$ cat config.mk
export PLATFORM = sky130hd
export DESIGN_NAME = mono_bitmap_clip_blit_unit
export DESIGN_NICKNAME = d
export VERILOG_FILES = /design/src/hdl/mbcb_pkg.sv /design/src/hdl/mbcb_decode.sv /design/src/hdl/mbcb_emit.sv /design/src/hdl/mono_bitmap_clip_blit_unit.sv
export SDC_FILE = /design/constraint.sdc
export NUM_CORES = 1
export LEC_CHECK = 0
export BUFFER_PORTS_ARGS = -buffer_cell sky130_fd_sc_hd__clkbuf_2
export CAP_MARGIN = 20
export CORE_UTILIZATION = 30
export DETAILED_ROUTE_END_ITERATION = 8
export HOLD_SLACK_MARGIN = 0.03
export SLEW_MARGIN = 15
export SYNTH_ARGS = -nofsm -noshare
export SYNTH_HDL_FRONTEND = slang
export SYNTH_HIERARCHICAL = 1
export SYNTH_SLANG_ARGS = --single-unit
$ cat constraint.sdc
create_clock -name clock -period 19.8 [get_ports clock]
set_input_delay 3.96 -clock clock [delete_from_list [all_inputs] [get_ports clock]]
set_output_delay 3.96 -clock clock [all_outputs]
set_load 0.02 [all_outputs]
$ cat src/hdl/mbcb_pkg.sv
package mbcb_pkg;

   localparam int COORD_BITS    = 12;
   localparam int CALC_BITS     = COORD_BITS + 2;
   localparam int CLIP_BITS     = 10;
   localparam int COLOR_BITS    = 24;
   localparam int ADDR_BITS     = 20;
   localparam int STRIDE_BITS   = COORD_BITS - 2;
   localparam int BYTE_COL_BITS = COORD_BITS - 3;

   localparam logic REQ_CMD  = 1'b0;
   localparam logic REQ_BYTE = 1'b1;

   typedef struct packed {
      logic                          req_type;
      logic signed [COORD_BITS-1:0]  dst_x1;
      logic signed [COORD_BITS-1:0]  dst_y1;
      logic signed [COORD_BITS-1:0]  dst_x2;
      logic signed [COORD_BITS-1:0]  dst_y2;
      logic [CLIP_BITS-1:0]          clip_x1;
      logic [CLIP_BITS-1:0]          clip_y1;
      logic [CLIP_BITS-1:0]          clip_x2;
      logic [CLIP_BITS-1:0]          clip_y2;
      logic [COLOR_BITS-1:0]         fg_color;
      logic [7:0]                    bitmap_byte;
   } mbcb_req_type;

   typedef struct packed {
      logic [ADDR_BITS-1:0]   fb_addr;
      logic [COLOR_BITS-1:0]  pixel_color;
      logic                   last;
   } mbcb_rsp_type;

   // one decoded bitmap byte: bit i of mask is bitmap bit i (pixel 7-i)
   typedef struct packed {
      logic [7:0]                    mask;
      logic [COORD_BITS-1:0]         sy;
      logic signed [CALC_BITS-1:0]   sx0;
      logic [COLOR_BITS-1:0]         color;
   } mbcb_job_type;

endpackage

$ cat src/hdl/mbcb_decode.sv
module mbcb_decode #(
   parameter int FB_WIDTH  = 600,
   parameter int FB_HEIGHT = 1024
) (
   input  logic                  clock,
   input  logic                  reset,
   input  logic                  req_valid,
   output logic                  req_ready,
   input  mbcb_pkg::mbcb_req_type req_data,
   output logic                  job_valid,
   output mbcb_pkg::mbcb_job_type job_data,
   input  logic                  job_take
);
   import mbcb_pkg::*;

   localparam logic signed [CALC_BITS-1:0] FbWidthC  = CALC_BITS'(FB_WIDTH);
   localparam logic signed [CALC_BITS-1:0] FbHeightC = CALC_BITS'(FB_HEIGHT);
   localparam int ExtW = CALC_BITS - COORD_BITS;
   localparam int ClipExtW = CALC_BITS - CLIP_BITS;

   logic signed [CALC_BITS-1:0] origin_x_ff, origin_x_in;
   logic signed [CALC_BITS-1:0] origin_y_ff, origin_y_in;
   logic signed [CALC_BITS-1:0] win_left_ff, win_left_in;
   logic signed [CALC_BITS-1:0] win_top_ff, win_top_in;
   logic signed [CALC_BITS-1:0] win_right_ff, win_right_in;
   logic signed [CALC_BITS-1:0] win_bottom_ff, win_bottom_in;
   logic                        win_nonempty_ff, win_nonempty_in;
   logic [STRIDE_BITS-1:0]      stride_ff, stride_in;
   logic [COORD_BITS-1:0]       cur_row_ff, cur_row_in;
   logic [BYTE_COL_BITS-1:0]    cur_byte_col_ff, cur_byte_col_in;
   logic [COLOR_BITS-1:0]       draw_color_ff, draw_color_in;
   logic                        job_valid_ff, job_valid_in;
   mbcb_job_type                job_ff, job_in;

   logic                        accept;
   logic signed [CALC_BITS-1:0] dx1, dy1, dx2, dy2, cx1, cy1, cx2, cy2;
   logic signed [CALC_BITS-1:0] lo_x, lo_y, hi_x, hi_y;
   logic signed [CALC_BITS-1:0] n_left, n_top, n_right, n_bottom, width;
   logic [CALC_BITS-1:0]        width_p7;
   logic [STRIDE_BITS-1:0]      n_stride;
   logic signed [CALC_BITS-1:0] row_w, sy_w, colb_w, sx0_w;
   logic signed [CALC_BITS-1:0] col_w [8];
   logic signed [CALC_BITS-1:0] sx_w [8];
   logic                        row_ok;
   logic [7:0]                  mask;
   logic [STRIDE_BITS-1:0]      col_next;

   assign accept    = req_valid && req_ready;
   assign req_ready = !job_valid_ff || job_take;
   assign job_valid = job_valid_ff;
   assign job_data  = job_ff;

   // command: clipped window relative to the destination origin
   always_comb begin
      dx1 = {{ExtW{req_data.dst_x1[COORD_BITS-1]}}, req_data.dst_x1};
      dy1 = {{ExtW{req_data.dst_y1[COORD_BITS-1]}}, req_data.dst_y1};
      dx2 = {{ExtW{req_data.dst_x2[COORD_BITS-1]}}, req_data.dst_x2};
      dy2 = {{ExtW{req_data.dst_y2[COORD_BITS-1]}}, req_data.dst_y2};
      cx1 = {{ClipExtW{1'b0}}, req_data.clip_x1};
      cy1 = {{ClipExtW{1'b0}}, req_data.clip_y1};
      cx2 = {{ClipExtW{1'b0}}, req_data.clip_x2};
      cy2 = {{ClipExtW{1'b0}}, req_data.clip_y2};
      lo_x = (dx1 > cx1) ? dx1 : cx1;
      lo_y = (dy1 > cy1) ? dy1 : cy1;
      hi_x = (dx2 < cx2) ? dx2 : cx2;
      hi_y = (dy2 < cy2) ? dy2 : cy2;
      n_left   = lo_x - dx1;
      n_top    = lo_y - dy1;
      n_right  = hi_x - dx1;
      n_bottom = hi_y - dy1;
      width    = dx2 - dx1 + CALC_BITS'(1);
      width_p7 = width + CALC_BITS'(7);
      n_stride = (width > 0) ? width_p7[STRIDE_BITS+2:3] : '0;
   end

   // bitmap byte: per-pixel window and framebuffer bounds
   always_comb begin
      row_w  = {{(CALC_BITS-COORD_BITS){1'b0}}, cur_row_ff};
      sy_w   = origin_y_ff + row_w;
      colb_w = {{(CALC_BITS-COORD_BITS){1'b0}}, cur_byte_col_ff, 3'b000};
      sx0_w  = origin_x_ff + colb_w;
      row_ok = (row_w >= win_top_ff) && (row_w <= win_bottom_ff)
               && (sy_w >= 0) && (sy_w < FbHeightC);
      for (int k = 0; k < 8; k++) begin
         col_w[k] = colb_w + CALC_BITS'(k);
         sx_w[k]  = sx0_w + CALC_BITS'(k);
         mask[7-k] = req_data.bitmap_byte[7-k] && row_ok
                     && (col_w[k] >= win_left_ff) && (col_w[k] <= win_right_ff)
                     && (sx_w[k] >= 0) && (sx_w[k] < FbWidthC);
      end
      col_next = {1'b0, cur_byte_col_ff} + STRIDE_BITS'(1);
   end

   always_comb begin
      origin_x_in     = origin_x_ff;
      origin_y_in     = origin_y_ff;
      win_left_in     = win_left_ff;
      win_top_in      = win_top_ff;
      win_right_in    = win_right_ff;
      win_bottom_in   = win_bottom_ff;
      win_nonempty_in = win_nonempty_ff;
      stride_in       = stride_ff;
      cur_row_in      = cur_row_ff;
      cur_byte_col_in = cur_byte_col_ff;
      draw_color_in   = draw_color_ff;
      job_valid_in    = job_valid_ff && !job_take;
      job_in          = job_ff;
      if (accept) begin
         if (req_data.req_type == REQ_CMD) begin
            origin_x_in     = dx1;
            origin_y_in     = dy1;
            win_left_in     = n_left;
            win_top_in      = n_top;
            win_right_in    = n_right;
            win_bottom_in   = n_bottom;
            win_nonempty_in = (n_left <= n_right) && (n_top <= n_bottom)
                              && (n_stride != '0);
            stride_in       = n_stride;
            cur_row_in      = '0;
            cur_byte_col_in = '0;
            draw_color_in   = req_data.fg_color;
         end else if (win_nonempty_ff) begin
            if (col_next >= stride_ff) begin
               cur_byte_col_in = '0;
               if (cur_row_ff != '1) begin
                  cur_row_in = cur_row_ff + COORD_BITS'(1);
               end
            end else begin
               cur_byte_col_in = col_next[BYTE_COL_BITS-1:0];
            end
            if (mask != '0) begin
               job_valid_in = 1'b1;
               job_in.mask  = mask;
               job_in.sy    = sy_w[COORD_BITS-1:0];
               job_in.sx0   = sx0_w;
               job_in.color = draw_color_ff;
            end
         end
      end
   end

   always_ff @(posedge clock) begin
      if (reset) begin
         origin_x_ff     <= '0;
         origin_y_ff     <= '0;
         win_left_ff     <= '0;
         win_top_ff      <= '0;
         win_right_ff    <= '0;
         win_bottom_ff   <= '0;
         win_nonempty_ff <= 1'b0;
         stride_ff       <= '0;
         cur_row_ff      <= '0;
         cur_byte_col_ff <= '0;
         draw_color_ff   <= '0;
         job_valid_ff    <= 1'b0;
      end else begin
         origin_x_ff     <= origin_x_in;
         origin_y_ff     <= origin_y_in;
         win_left_ff     <= win_left_in;
         win_top_ff      <= win_top_in;
         win_right_ff    <= win_right_in;
         win_bottom_ff   <= win_bottom_in;
         win_nonempty_ff <= win_nonempty_in;
         stride_ff       <= stride_in;
         cur_row_ff      <= cur_row_in;
         cur_byte_col_ff <= cur_byte_col_in;
         draw_color_ff   <= draw_color_in;
         job_valid_ff    <= job_valid_in;
      end
   end

   always_ff @(posedge clock) begin
      job_ff <= job_in;
   end

endmodule

$ cat src/hdl/mbcb_emit.sv
module mbcb_emit #(
   parameter int FB_WIDTH = 600
) (
   input  logic                   clock,
   input  logic                   reset,
   input  logic                   job_valid,
   input  mbcb_pkg::mbcb_job_type job_data,
   output logic                   job_take,
   output logic                   rsp_valid,
   input  logic                   rsp_ready,
   output mbcb_pkg::mbcb_rsp_type rsp_data
);
   import mbcb_pkg::*;

   localparam logic [ADDR_BITS-1:0] FbWidthC = ADDR_BITS'(FB_WIDTH);

   logic                   w_valid_ff, w_valid_in;
   logic [7:0]             w_mask_ff, w_mask_in;
   logic [ADDR_BITS-1:0]   w_base_ff, w_base_in;
   logic [COLOR_BITS-1:0]  w_color_ff, w_color_in;
   logic                   rsp_valid_ff, rsp_valid_in;
   mbcb_rsp_type           rsp_ff, rsp_in;

   logic [2:0]             sel;
   logic [7:0]             mask_left;
   logic                   emit, w_done;
   logic [ADDR_BITS-1:0]   row_base;

   assign rsp_valid = rsp_valid_ff;
   assign rsp_data  = rsp_ff;

   always_comb begin
      // highest remaining bit is the leftmost pixel still to write
      sel = '0;
      for (int i = 0; i < 8; i++) begin
         if (w_mask_ff[i]) begin
            sel = 3'(i);
         end
      end
      mask_left = w_mask_ff & ~(8'b1 << sel);
      emit      = w_valid_ff && (!rsp_valid_ff || rsp_ready);
      w_done    = emit && (mask_left == '0);
      job_take  = job_valid && (!w_valid_ff || w_done);
      row_base  = ADDR_BITS'(ADDR_BITS'(job_data.sy) * FbWidthC)
                  + {{(ADDR_BITS-CALC_BITS){job_data.sx0[CALC_BITS-1]}}, job_data.sx0};
   end

   always_comb begin
      w_valid_in   = w_valid_ff;
      w_mask_in    = w_mask_ff;
      w_base_in    = w_base_ff;
      w_color_in   = w_color_ff;
      rsp_valid_in = rsp_valid_ff && !rsp_ready;
      rsp_in       = rsp_ff;
      if (emit) begin
         w_mask_in           = mask_left;
         rsp_valid_in        = 1'b1;
         rsp_in.fb_addr      = w_base_ff + ADDR_BITS'(3'd7 - sel);
         rsp_in.pixel_color  = w_color_ff;
         rsp_in.last         = (mask_left == '0);
      end
      if (w_done) begin
         w_valid_in = 1'b0;
      end
      if (job_take) begin
         w_valid_in = 1'b1;
         w_mask_in  = job_data.mask;
         w_base_in  = row_base;
         w_color_in = job_data.color;
      end
   end

   always_ff @(posedge clock) begin
      if (reset) begin
         w_valid_ff   <= 1'b0;
         rsp_valid_ff <= 1'b0;
      end else begin
         w_valid_ff   <= w_valid_in;
         rsp_valid_ff <= rsp_valid_in;
      end
   end

   always_ff @(posedge clock) begin
      w_mask_ff  <= w_mask_in;
      w_base_ff  <= w_base_in;
      w_color_ff <= w_color_in;
      rsp_ff     <= rsp_in;
   end

endmodule

$ cat src/hdl/mono_bitmap_clip_blit_unit.sv
// The first write of a bitmap byte passes the job, serializer and output registers. Throughput: one
// write per cycle while the output is not stalled; a byte gives one write per visible set pixel (1..8),
// a byte with none, or a command, gives none, and the decoder can take the next byte while the serializer
// still writes the last one. The 8-to-1 pixel serializer in front of the output register sets the rate.
// Reset (synchronous, active high) clears the blit state: no blit active, position and color zero.
module mono_bitmap_clip_blit_unit #(
   parameter int FB_WIDTH  = 600,
   parameter int FB_HEIGHT = 1024
) (
   input  logic                   clock,
   input  logic                   reset,
   input  logic                   req_valid,
   output logic                   req_ready,
   input  mbcb_pkg::mbcb_req_type req_data,
   output logic                   rsp_valid,
   input  logic                   rsp_ready,
   output mbcb_pkg::mbcb_rsp_type rsp_data
);
   import mbcb_pkg::*;

   logic         job_valid;
   logic         job_take;
   mbcb_job_type job_data;

   mbcb_decode #(
      .FB_WIDTH  (FB_WIDTH),
      .FB_HEIGHT (FB_HEIGHT)
   ) u_decode (
      .clock     (clock),
      .reset     (reset),
      .req_valid (req_valid),
      .req_ready (req_ready),
      .req_data  (req_data),
      .job_valid (job_valid),
      .job_data  (job_data),
      .job_take  (job_take)
   );

   mbcb_emit #(
      .FB_WIDTH (FB_WIDTH)
   ) u_emit (
      .clock     (clock),
      .reset     (reset),
      .job_valid (job_valid),
      .job_data  (job_data),
      .job_take  (job_take),
      .rsp_valid (rsp_valid),
      .rsp_ready (rsp_ready),
      .rsp_data  (rsp_data)
   );

endmodule

==> results.toml <==
[status]
status = "complete, but fails checks"
violations = "DRC"

[cts]
clk_pin_slew_ns = 0.06
clock_sinks = 294
htree_levels = 2
cts_root_buf = "clkbuf_16"
cts_tree = "done"
numCtsBuffers = 34
ctsResizeCount = 0
post_cts_buffers = 0
clk_latency_ns = 0.55
cts_hold_buffers = 0
cts_buffer_depth = 3

[power]
internal_power_mw = 1.182
pwr-share-clk_pct = 37.2
pwr-share-seq_pct = 39.4
comb_power_share_pct = 23.4
switching_share_pct = 30.04
power_leakage_nw = 10.63
power_density_mw_per_mm2 = 67.18
switchingPower_mw = 0.5074
ir_drop_mv = 0.04692

[worst_hold_path]
hp-start = "u_emit/w_color_ff[5]$_DFFE_PP_"
min_path_cells = 0
min_to = "u_emit/rsp_data[6]$_DFFE_PP_"
hold_class = "reg -> reg"

[sta]
hold_viol_final = 0
fin_skew_ns = 0.03097
fin_ws_ns = 9.915
tightest_slew_ns = 1.058
drv_slew = 0
min_period_over_period_pct = 49.92
period_minus_slack_ns = 9.885
rsz0062_at_grt = "no"
slew_headroom_pct = 28.91
setup_viol = 0
max_freq_mhz = 101.2
fin_setup_tns_ns = 0

[synthesis]
async_flop_share_pct = 0
synthTopCellsByArea = "edfxtp_1, ha_1, dfxtp_1"
synth_top_area_share_pct = 20.99
synth_flop_cell = "edfxtp_1"
syn_area_sq_mm = 0.02218
ys_warn_count = 6
syn_avg_cell_area_sq_um = 8.836
ys_seq_area_share_pct = 33.53
yosysTopAreaCell = "edfxtp_1"
synth.most_common_cell = "ha_1"
syn-num-nets = 2947
synth_common_cells = "ha_1, nand2_1, inv_1"
synth_cell_type_count = 100
synth-seq-cells = 294
synth_edf_count = 155
synth_cells = 2510

[drt]
vias = 18350
drtIter0Drc = 1278
wl_mm = 58.22
avgRoutedWirePerCell_um = 16.02
route.detailed.drc = 19
first_pass_iters = 8
via_per_inst = 5.048
ant_nets = 0

[critical_path]
path_delay_family = "buffers and inverters"
path_cells = "clkbuf_2 > and2b_2 > o31ai_4 > nand2_4 > inv_2 > buf_4 > nand2b_1 > clkbuf_2"
cp_max_fo = 45
r2r_end = "u_decode/job_data[19]$_DFFE_PP_"
cp_slowest_stage_delay_ns = 0.46
cpMostUsedCell = "clkbuf_2"
reg2reg_from = "u_decode/cur_byte_col_ff[0]$_SDFFE_PP0P_"
reg2regPathDepth = 15
slowest_stage = "buf_4"
path_buf_inv = 4
end_kind = "output pin"
cp.required_ns = 15.84
cp.arrival_ns = 5.93
regToRegSetupSlack_ns = 13.85
critPathKind = "in -> out"
startpoint_type = "input pin"

[layout]
num_antenna_cells = 0
fillCellCount = 7614
drive_gt1_share_pct = 11.58
fin_nets = 3088
area_growth_pct = 13.37

[global_route]
first_global_vias = 17250
grt_usage_pct = 15.28
grt_pass1_wl_mm = 92.38
grt_max_degree = 72
grt_overflow = 0
grt_antenna_before_repair = 1

[place]
dp_slack_ns = 9.333
detailed_place_hpwl_mm = 45.09
port_buffers = 171
gp_congestion = 0.9243

[floorplan]
fp.dieW_um = 273.9
rows = 99
initial_core_util_pct = 30.35
die-area_sq_mm = 0.07502
io_pins = 172
die_h_um = 273.9
coreArea_sq_mm = 0.07308

[job]
maxCapViolCount = 0
## through the flow
| step | instances | total power [mW] | area (sq um) | utilization [%] | hold slack (ns) |
|---|---|---|---|---|---|
| after global routing | 3635 | 1.785 | 25140 | 34.40 | 0.4179 |
| final | 3635 | 1.689 | 25140 | 34.40 | 0.4129 |
| after detailed placement | 3574 | 1.072 | 24020 | 32.87 | 0.4045 |
| after CTS | 3635 | 1.709 | 25140 | 34.40 | 0.4081 |
| after global placement | 3574 | 1.070 | 24020 | 32.87 | 0.4001 |
| after floorplan | 2510 | 0.9610 | 22180 | - | 0.4003 |
## sequential cells by signal, indices dropped and copies added, names as in the netlist
name	cells
u_decode/win_bottom_ff	14
u_decode/cur_byte_col_ff	9
u_decode/origin_x_ff	12
u_decode/win_nonempty_ff	1
u_emit/w_color_ff	24
u_decode/win_left_ff	14
u_decode/cur_row_ff	12
u_emit/rsp_data	45
u_emit/rsp_valid	1
u_decode/job_data	58
u_emit/w_base_ff	20
u_decode/win_right_ff	14
u_decode/origin_y_ff	12
u_emit/w_mask_ff	8
u_emit/w_valid_ff	1
u_decode/win_top_ff	14
u_decode/draw_color_ff	24
u_decode/job_valid	1
u_decode/stride_ff	10
## placed cells by master (no fill, tap or decap), types with 44 or more instances in the layout
master and count:
ha_1 288, nand2_1 259, inv_1 251, a21oi_1 203, clkbuf_2 170, nor2_1 157
edfxtp_1 155, dfxtp_1 139, o21ai_0 136, xnor2_1 89, nand3_1 62, a21o_1 46
nor3_1 44
## power groups by stage
stage | combinational, mW | clock, mW | sequential, mW
6_report | 0.396 | 0.628 | 0.665
5_1_grt | 0.449 | 0.669 | 0.667
4_1_cts | 0.397 | 0.648 | 0.665
3_5_place_dp | 0.394 | 0 | 0.678
3_3_place_gp | 0.393 | 0 | 0.678
2_1_floorplan | 0.288 | 0 | 0.673
## layout make-up
| cell class | count | area [sq um] | share of cell area [%] |
|---|---|---|---|
| clock inverters | 11 | 112.6 | 0.4479 |
| well taps | 959 | 1200 | 4.773 |
| inverters | 260 | 975.9 | 3.882 |
| clock buffers | 50 | 1006 | 4.001 |
| multi-input cells | 1879 | 13470 | 53.57 |
| flip-flops and latches | 294 | 7437 | 29.58 |
| repair buffers | 182 | 940.9 | 3.742 |
## cell families after synthesis
group | after synthesis | synth area share [%]
and+or+nand+nor | 770 | 17.04
AOI/OAI and AO/OA | 644 | 18.76
buffers and inverters | 337 | 5.913
adders and majority gates | 314 | 18.51
DFF | 294 | 33.53
xor gates and xnor gates | 125 | 4.970
muxes | 26 | 1.269
## worst register-to-register path: stages, from the launching register on
cell       delay (ns)
dfxtp_1          0.56
ha_1             0.32
inv_1            0.08
fa_1             0.44
nand2b_1         0.25
a2111oi_2        0.35
a211oi_2         0.09
buf_4            0.23
nor4_2           0.94
and4_1           0.36
mux2i_1          0.20
a21boi_1         0.09
nor4_2           0.42
nor3_1           0.14
a31oi_4          0.46
buf_4            0.59
## routing by layer
metal | vias to the layer above | GRT usage (%) | routed length (um) | share of wire, %
met1 | 8504 | 20.90 | 27390 | 47
met4 | 2 | 4.211 | 1260 | 2.2
met3 | 92 | 1.751 | 2835 | 4.9
met5 | - | 0 | 17 | 0.029
met2 | 454 | 25.30 | 26720 | 46
li1 | 9298 | - | - | -
## worst max path at each step
stage | from | end | depth (start not counted)
5_1_grt | req_data[43] | u_decode/win_nonempty_ff$_SDFFE_PP0P_ | 33
2_1_floorplan | rsp_ready | u_decode/job_data[0]$_DFFE_PP_ | 9
6_report | rsp_ready | req_ready | 8
4_1_cts | rsp_ready | req_ready | 8
3_3_place_gp | req_data[43] | u_decode/win_nonempty_ff$_SDFFE_PP0P_ | 33
3_5_place_dp | req_data[43] | u_decode/win_nonempty_ff$_SDFFE_PP0P_ | 33
No activity file was read; power rests on OpenSTA's default activity.
